## src/rtl/core/defet_pkg.sv

```systemverilog
// ----------------------------------------------------------------------------
// defet_pkg
// Shared types and constants for the delayed event flag table.
// ----------------------------------------------------------------------------
package defet_pkg;

    localparam int EVENT_COUNT = 256;
    localparam int EVT_IDX_W   = $clog2(EVENT_COUNT);
    localparam int ID_W        = 16;
    localparam int TIME_W      = 32;
    localparam int BND_W       = 9;
    localparam int CFG_IDX_W   = 2;
    localparam int CFG_DATA_W  = 32;

    typedef enum logic [1:0] {
        FUNC_SET   = 2'd0,
        FUNC_CLEAR = 2'd1,
        FUNC_DSET  = 2'd2,
        FUNC_GET   = 2'd3
    } t_func;

    typedef enum logic [CFG_IDX_W-1:0] {
        CFG_LONG_DELAY  = 2'd0,
        CFG_SHORT_DELAY = 2'd1,
        CFG_SHORT_START = 2'd2,
        CFG_NODLY_START = 2'd3
    } t_cfg_reg;

    typedef struct packed {
        logic [TIME_W-1:0] long_delay;
        logic [TIME_W-1:0] short_delay;
        logic [BND_W-1:0]  short_start;
        logic [BND_W-1:0]  nodly_start;
    } t_cfg;

    typedef struct packed {
        logic              valid;
        t_func             func;
        logic [ID_W-1:0]   id;
        logic [TIME_W-1:0] now;
    } t_op;

    typedef struct packed {
        logic delivered;
        logic in_range;
    } t_res;

    localparam logic [TIME_W-1:0] LONG_DELAY_RST  = TIME_W'(60000);
    localparam logic [TIME_W-1:0] SHORT_DELAY_RST = TIME_W'(10000);
    localparam logic [BND_W-1:0]  SHORT_START_RST = BND_W'(64);
    localparam logic [BND_W-1:0]  NODLY_START_RST = BND_W'(128);

endpackage

```

## src/rtl/core/defet_cfg_regs.sv

```systemverilog
// ----------------------------------------------------------------------------
// defet_cfg_regs
// Configuration registers: delays and event number boundaries.
// ----------------------------------------------------------------------------
module defet_cfg_regs (
    input  logic                                i_clk,
    input  logic                                i_rst_n,
    input  logic                                i_cfg_we,
    input  logic [defet_pkg::CFG_IDX_W-1:0]     i_cfg_idx,
    input  logic [defet_pkg::CFG_DATA_W-1:0]    i_cfg_data,
    output defet_pkg::t_cfg                     o_cfg
);
    import defet_pkg::*;

    t_cfg r_cfg;
    t_cfg n_cfg;

    always_comb begin
        n_cfg = r_cfg;
        if (i_cfg_we) begin
            unique case (t_cfg_reg'(i_cfg_idx))
                CFG_LONG_DELAY:  n_cfg.long_delay  = i_cfg_data[TIME_W-1:0];
                CFG_SHORT_DELAY: n_cfg.short_delay = i_cfg_data[TIME_W-1:0];
                CFG_SHORT_START: n_cfg.short_start = i_cfg_data[BND_W-1:0];
                CFG_NODLY_START: n_cfg.nodly_start = i_cfg_data[BND_W-1:0];
                default:         n_cfg = r_cfg;
            endcase
        end
    end

    always_ff @(posedge i_clk) begin
        if (!i_rst_n) begin
            r_cfg.long_delay  <= LONG_DELAY_RST;
            r_cfg.short_delay <= SHORT_DELAY_RST;
            r_cfg.short_start <= SHORT_START_RST;
            r_cfg.nodly_start <= NODLY_START_RST;
        end else begin
            r_cfg <= n_cfg;
        end
    end

    assign o_cfg = r_cfg;

endmodule

```

## src/rtl/core/defet_flag_table.sv

```systemverilog
// ----------------------------------------------------------------------------
// defet_flag_table
// Pending and holdoff bits per event plus the shared delay stamp. Performs
// the read-modify-write of one operation in one step: a combinational read and a registered update.
// ----------------------------------------------------------------------------
module defet_flag_table (
    input  logic              i_clk,
    input  logic              i_rst_n,
    input  defet_pkg::t_cfg   i_cfg,
    input  defet_pkg::t_op    i_op,
    output defet_pkg::t_res   o_res
);
    import defet_pkg::*;

    logic [EVENT_COUNT-1:0] r_pending;
    logic [EVENT_COUNT-1:0] r_holdoff;
    logic [TIME_W-1:0]      r_stamp;

    logic [EVT_IDX_W-1:0]   idx;
    logic                   in_range;
    logic                   hit;
    logic                   ready;
    logic                   deliver;
    logic [TIME_W-1:0]      elapsed;
    logic                   below_short;
    logic                   below_nodly;

    assign in_range    = ({1'b0, i_op.id} < (ID_W + 1)'(EVENT_COUNT));
    assign idx         = i_op.id[EVT_IDX_W-1:0];
    assign hit         = i_op.valid && in_range;
    assign elapsed     = i_op.now - r_stamp;
    assign below_short = (i_op.id < ID_W'(i_cfg.short_start));
    assign below_nodly = (i_op.id < ID_W'(i_cfg.nodly_start));

    // The boundaries are tested in order, so they may be programmed in any order.
    always_comb begin
        if (!r_pending[idx]) begin
            ready = 1'b0;
        end else if (!r_holdoff[idx]) begin
            ready = 1'b1;
        end else if (below_short) begin
            ready = (elapsed > i_cfg.long_delay);
        end else if (below_nodly) begin
            ready = (elapsed > i_cfg.short_delay);
        end else begin
            ready = 1'b1;
        end
    end

    assign deliver = hit && (i_op.func == FUNC_GET) && ready;

    always_ff @(posedge i_clk) begin
        if (!i_rst_n) begin
            r_pending <= '0;
            r_holdoff <= '0;
            r_stamp   <= '0;
        end else if (hit) begin
            case (i_op.func)
                FUNC_SET: begin
                    r_pending[idx] <= 1'b1;
                end
                FUNC_CLEAR: begin
                    r_pending[idx] <= 1'b0;
                end
                FUNC_DSET: begin
                    r_pending[idx] <= 1'b1;
                    r_stamp        <= i_op.now;
                    if (below_nodly) begin
                        r_holdoff[idx] <= 1'b1;
                    end
                end
                default: begin
                    if (deliver) begin
                        r_pending[idx] <= 1'b0;
                        r_holdoff[idx] <= 1'b0;
                    end
                end
            endcase
        end
    end

    assign o_res.delivered = deliver;
    assign o_res.in_range  = in_range;

endmodule

```

## src/rtl/core/delayed_event_flag_table_unit.sv

```systemverilog
// ----------------------------------------------------------------------------
// delayed_event_flag_table_unit
// Table of pending event flags with optional holdoff, one operation per item.
// ----------------------------------------------------------------------------
// The unit takes one item per clock cycle while o_in_stall is low and returns
// exactly one result per item. Each item goes into an input register; once the
// output register is free, the flag table reads and updates the two bits of
// the named event and the shared stamp in one step, and the result lands in
// the output register. Because the table update completes in that single
// step, consecutive items on the same event see each other's effects without
// any wait. Configuration writes take effect in the cycle after the write
// and should be made only while the unit is idle.
module delayed_event_flag_table_unit (
    input  logic                              i_clk,
    input  logic                              i_rst_n,
    input  logic                              i_cfg_we,
    input  logic [defet_pkg::CFG_IDX_W-1:0]   i_cfg_idx,
    input  logic [defet_pkg::CFG_DATA_W-1:0]  i_cfg_data,
    input  logic                              i_in_valid,
    output logic                              o_in_stall,
    input  logic [1:0]                        i_func,
    input  logic [defet_pkg::ID_W-1:0]        i_event_id,
    input  logic [defet_pkg::TIME_W-1:0]      i_now_time,
    output logic                              o_out_valid,
    input  logic                              i_out_stall,
    output logic                              o_delivered,
    output logic                              o_in_range
);
    import defet_pkg::*;

    t_cfg  cfg;
    t_op   op;
    t_res  res;

    logic              r_in_valid;
    t_func             r_func;
    logic [ID_W-1:0]   r_id;
    logic [TIME_W-1:0] r_now;
    logic              r_out_valid;
    logic              r_delivered;
    logic              r_in_range;

    logic              out_free;
    logic              advance;
    logic              in_xfer;

    assign out_free   = !r_out_valid || !i_out_stall;
    assign advance    = r_in_valid && out_free;
    assign o_in_stall = r_in_valid && !out_free;
    assign in_xfer    = i_in_valid && !o_in_stall;

    defet_cfg_regs u_cfg (
        .i_clk      (i_clk),
        .i_rst_n    (i_rst_n),
        .i_cfg_we   (i_cfg_we),
        .i_cfg_idx  (i_cfg_idx),
        .i_cfg_data (i_cfg_data),
        .o_cfg      (cfg)
    );

    // The table only acts on an item in the cycle it moves to the output.
    assign op.valid = advance;
    assign op.func  = r_func;
    assign op.id    = r_id;
    assign op.now   = r_now;

    defet_flag_table u_table (
        .i_clk   (i_clk),
        .i_rst_n (i_rst_n),
        .i_cfg   (cfg),
        .i_op    (op),
        .o_res   (res)
    );

    always_ff @(posedge i_clk) begin
        if (!i_rst_n) begin
            r_in_valid  <= 1'b0;
            r_out_valid <= 1'b0;
        end else begin
            if (!o_in_stall) begin
                r_in_valid <= i_in_valid;
            end
            if (advance) begin
                r_out_valid <= 1'b1;
            end else if (!i_out_stall) begin
                r_out_valid <= 1'b0;
            end
        end
    end

    always_ff @(posedge i_clk) begin
        if (in_xfer) begin
            r_func <= t_func'(i_func);
            r_id   <= i_event_id;
            r_now  <= i_now_time;
        end
        if (advance) begin
            r_delivered <= res.delivered;
            r_in_range  <= res.in_range;
        end
    end

    assign o_out_valid = r_out_valid;
    assign o_delivered = r_delivered;
    assign o_in_range  = r_in_range;

endmodule

```

## config.mk

```make
export PLATFORM = sky130hd
export DESIGN_NAME = delayed_event_flag_table_unit
export DESIGN_NICKNAME = d
export VERILOG_FILES = /design/src/rtl/core/defet_pkg.sv /design/src/rtl/core/defet_cfg_regs.sv /design/src/rtl/core/defet_flag_table.sv /design/src/rtl/core/delayed_event_flag_table_unit.sv
export SDC_FILE = /design/constraint.sdc
export NUM_CORES = 2
export LEC_CHECK = 0
export ABC_AREA = 0
export BUFFER_PORTS_ARGS = -buffer_cell sky130_fd_sc_hd__buf_2
export CAP_MARGIN = 15
export CORE_UTILIZATION = 55
export CTS_CLUSTER_DIAMETER = 150
export DETAILED_ROUTE_END_ITERATION = 12
export GPL_TIMING_DRIVEN = 1
export PLACE_DENSITY_LB_ADDON = 0.1
export SYNTH_ARGS = -nofsm -noshare
export SYNTH_HDL_FRONTEND = slang
export SYNTH_HIERARCHICAL = 1
export SYNTH_SLANG_ARGS = --single-unit
```

## constraint.sdc

```tcl
create_clock -name i_clk -period 6.2 [get_ports i_clk]
set_clock_uncertainty 0.05 [all_clocks]
set_input_delay 0.62 -clock i_clk [delete_from_list [all_inputs] [get_ports i_clk]]
set_output_delay 0.62 -clock i_clk [all_outputs]
set_load 0.05 [all_outputs]
```

Yosys cells after proc, flatten, opt, wreduce, memory -nomap -nowiden. Cells that the tools add are included.

Bits in registers: 680. Input bits: 89. Output and inout port bits: 4. Word-level logic and storage cells: 78.

Add/sub/neg operators: 1. Order comparisons: 7. Equality and inequality tests: 8. Multiplexer cells: 17. Bitwise operators: 6. Reductions and logical operators: 25.

Operators with widths (count): 256-bit case mux with 2 select lines (2); 256-bit 2-to-1 mux (3); 256-bit AND (2); 256-bit OR (2); 256-bit inverter (1); 32-bit greater-than comparator (2); 16-bit by 9-bit < comparator with 1-bit output (2); 32-bit subtractor (1); 1-bit binary-select mux with 8-bit select (2); 16-bit by 9-bit < comparator with 1-bit output (second input constant) (1); 2-bit AND reduction (6); 8-bit by 9-bit < comparator with 1-bit output (second input constant) (1); 1-bit 2-to-1 mux (9); 1-bit demux with 8-bit select (1); 2-bit == test (second input constant) (4); 8-bit by 1-bit >= comparator with 1-bit output (second input constant) (1); 1-bit logical AND (7); 2-bit by 1-bit == test with 1-bit output (second input constant) (2); 1-bit logical NOT (4); 2-bit logical NOT (2); 2-bit by 1-bit inequality test with 1-bit output (second input constant) (2); 4-bit AND reduction (1); 2-bit OR reduction (2); 3-bit nonzero test (1); 3 further kinds (3).

Logic depth before layout (Yosys ltp).
Depth in word-level cells: 9. Depth in mapped cells: 28. Depth with buffers taken out: 25.

By module. The synthesis kept the hierarchy.

By module, submodules not included: defet_flag_table (times used 1, cells an instance 3473, area each 31988.2 um^2, seq. area each 10890.4 um^2); defet_cfg_regs (times used 1, cells an instance 316, area each 3208.1 um^2, seq. area each 1641.6 um^2); delayed_event_flag_table_unit (times used 1, cells an instance 60, area each 1645.3 um^2, seq. area each 1601.5 um^2).

Worst setup path before layout. Ideal clock, no wire load.

Kind: register to register. From: reg r_now[1]. To: reg with a tool-made name. Setup time: 0.173 ns. Arrival time: 4.777 ns. Data required time: 5.977 ns. Path slack: 1.200 ns. Stages on the path, launching flop included: 23. Buffers on the path: 2. Clock period less this slack: 5.000 ns. Path through: edfxtp_1 > ha_1 > nor2b_1 > o21ai_0 > a211oi_1 > o211ai_1 > a21bo_2 > a211o_1 > a31oi_1 > a31oi_1 > o21ai_0 > xor2_1 > ha_1 > nand4_1 > nor4_1 > a211oi_1 > or3_1 > o21a_1 > a2111oi_4 > nand2b_1 > buf_4 > buf_4 > a41oi_1.

RTL lines: start, declared (line delayed_event_flag_table_unit.sv:38) `logic [TIME_W-1:0] r_now;`; start signal, assigned (line delayed_event_flag_table_unit.sv:95) `r_now <= i_now_time;`.

==> reports/qor.txt <==
Final Slew Violations: 0
Synth Area per Inst: 9.57 um^2
EDFF count, synth: 52
Residual DRC: 12
register area share after synthesis: 38.4%
CP max FO: 26
CP top delay family: compound AO/OA/AOI/OAI gates
critical path cell sequence: ha_1, nor2b_1, o21ai_0, a211oi_1, o211ai_1, a21bo_2, a211o_1, a31oi_2, and3_1, a31oi_1, xnor2_1, ha_1, nand4_1, nor4_2, buf_4, a211oi_1, or3_1, o21a_1, a2111oi_4, nand2b_4, buf_12, buf_12, a41oi_1
die area: 0.0680 mm^2
Die H: 261 um
maxcap violations: 0
pin count of the biggest net entering global routing: 274
Post-CTS Hold Buffers: 0
CP arrival: 6230 ps
Core ar.: 0.0660 mm^2
Mapped Nets: 4050
CP Launch Type: register
crit path kind: register to register
antenna violation net count after detailed routing: 0
FMAX: 171 MHz
Max Root-Sink Buffers: 3
GPL Wtd Cong: 0.884
DRT Pass-1 Iters: 12
WL/cell: 24.5 um
Seq cells post-synth: 680
worst hold path type: input pin to register
DP HPWL: 68.3 mm
Post-synth top flop: dfxtp_1
CP endpoint kind: register
CTS buffer count: 76
static leakage: 0.0129 uW
chip width: 261 um
cell count after synthesis: 3849
root buffer cell: clkbuf_16
Starting Density: 55.8%
Max VDD drop: 0.000189 V
most frequent cells in the layout: dfxtp_1 (628), nand2_1 (412), nor2_1 (318)
remaining global-route overflow: 0
yosys warns: 6
Worst Max-Slew Pin Slew: 1380 ps
WP data required: 6580 ps
total power: 9860 uW
fraction of layout cells with a size suffix above 1: 17.4%
first-pass GRT wire length: 176 mm
Rows: 94
Post-CTS Resized: 0
mapped cell area: 0.0368 mm^2
ys async rst share: 0%
vias per cell: 6.77
CTS tree: built
clock period minus worst slack: 5840 ps
WP buf/inv: 3
IO Count: 93
Setup Fix Bufs, Post-CTS: 0
antenna violations before repair: 0
final core occ: 60.8%
Max transition margin: 8.00%
most common cell after layout, fill and taps aside: dfxtp_1
violated checks: design-rule violations
number of fill cells: 5484
Critical-path top delay cell: edfxtp_1
TNS Setup: 0 ps
GRT Overall Usage: 32.9%
clk slew on worst S/H paths: 60 ps
cell area power density: 246 mW/mm^2
endpoints failing setup: 0
Max stage delay on crit path: 430 ps
DRT iter0 DRCs: 3562
clock sinks: 680
final net count: 3907
CTS H-tree depth: 3
hold_ws: 109 ps
final worst path period share: 94.3%
post-synthesis cell type count: 75
status: finished, violations left
RSZ-0062 raised after global routing: false
Vias: 31300
area grow syn2layout: 8.96%
vias in the first global route: 30500
Worst-Skew Late Latency: 640 ps
port bufs: 92
Final Hold Fails: 0
WL final: 114 mm
-- power by group --
group / leakage, uW / internal [uW] / switching, uW / total [uW]
logic: 0.00614 / 275 / 580 / 855
registers: 0.00557 / 4470 / 37.9 / 4500
clock network: 0.00121 / 2610 / 1890 / 4500
-- kinds of logic (layout without fill, tap and decap cells) --
logic type / count (synthesis) / after routing / synth area share, %
xor gates and xnor gates: 30 / 30 / 0.713
AOI/OAI and AO/OA: 873 / 873 / 16.3
buffers and inverters: 550 / 467 / 6.77
other: 0 / 2 / 0
and+or+nand+nor: 1165 / 1165 / 17.6
DFF: 680 / 680 / 38.4
muxes: 439 / 439 / 16.5
adders and majority gates: 112 / 112 / 3.82
-- layer usage --
metal  global-route usage [%]  wire length [um]  part of all wire, %
met2                     52.2             51700                   46
met3                     6.13              9860                  8.7
met4                     15.6              5450                  4.8
met5                        0                 0                    0
met1                     43.2             46600                   41
-- cells in the mapped netlist (9+ instances only) --
| cell | number | area (um^2) |
|---|---|---|
| o31ai_1 | 34 | 255 |
| clkbuf_1 | 282 | 1060 |
| nor4_2 | 157 | 1960 |
| o21a_1 | 9 | 67.6 |
| o211ai_1 | 44 | 330 |
| edfxtp_1 | 52 | 1560 |
| inv_1 | 128 | 480 |
| or3_1 | 12 | 75.1 |
| nor4_1 | 74 | 463 |
| nor2_1 | 320 | 1200 |
| nand2_1 | 412 | 1550 |
| buf_6 | 30 | 338 |
| a21oi_1 | 62 | 310 |
| a21o_1 | 24 | 180 |
| mux2i_1 | 300 | 3000 |
| a22oi_1 | 18 | 135 |
| o21ai_1 | 10 | 50.1 |
| xor2_1 | 10 | 87.6 |
| dfxtp_1 | 628 | 12600 |
| buf_1 | 28 | 105 |
| ha_1 | 111 | 1390 |
| nor2b_1 | 31 | 194 |
| mux4_2 | 133 | 3000 |
| nor3_1 | 17 | 85.1 |
| a22o_1 | 11 | 96.3 |
| buf_4 | 41 | 308 |
| xnor2_1 | 20 | 175 |
| nand4_1 | 21 | 131 |
| nand2b_1 | 24 | 150 |
| nand3_1 | 54 | 270 |
| a221oi_1 | 9 | 78.8 |
| a21boi_0 | 34 | 255 |
| buf_2 | 41 | 205 |
| a41oi_1 | 256 | 2240 |
| o21ai_0 | 309 | 1550 |
-- metrics by stage --
stage / setup slack, ps / instances / cell area (um^2)
2_1_floorplan: 1200 / 3849 / 36800
3_3_place_gp: 437 / 4484 / 37600
3_5_place_dp: 272 / 4485 / 37600
4_1_cts: 222 / 4623 / 40000
5_1_grt: 2.66 / 4630 / 40100
6_report: 355 / 4632 / 40100
-- worst reg2reg max path, stage by stage (launching register included) --
cell and delay (ps):
edfxtp_1 430, ha_1 300, nor2b_1 110, o21ai_0 100, a211oi_1 320, o211ai_1 170
a21bo_2 270, a211o_1 300, a31oi_2 260, and3_1 300, a31oi_1 130, xnor2_1 180
ha_1 330, nand4_1 180, nor4_2 310, buf_4 160, a211oi_1 60, or3_1 340
o21a_1 190, a2111oi_4 380, nand2b_4 230, buf_12 180, buf_12 200, a41oi_1 150
-- layout make-up --
cell class / count / area (um^2) / area share, %
well taps: 864 / 1080 / 2.69
clock buffers: 116 / 2260 / 5.64
flip-flops and latches: 680 / 14100 / 35.2
clock inverters: 22 / 203 / 0.505
inverters: 128 / 480 / 1.20
diodes: 2 / 5.00 / 0.0125
multi-input cells: 2619 / 20300 / 50.7
repair buffers: 201 / 1630 / 4.05
-- worst paths after layout --
path,startpoint,end,slack (ps),cells after the start
worst max-delay path,r_now[1]$_DFFE_PP_,register,360,23
worst min-delay path,i_event_id[5],r_id[5]$_DFFE_PP_,110,1
worst max register to register,r_now[1]$_DFFE_PP_,register,360,23
worst min register to register,register,register,400,2
Power figures use the tool's default switching activity.
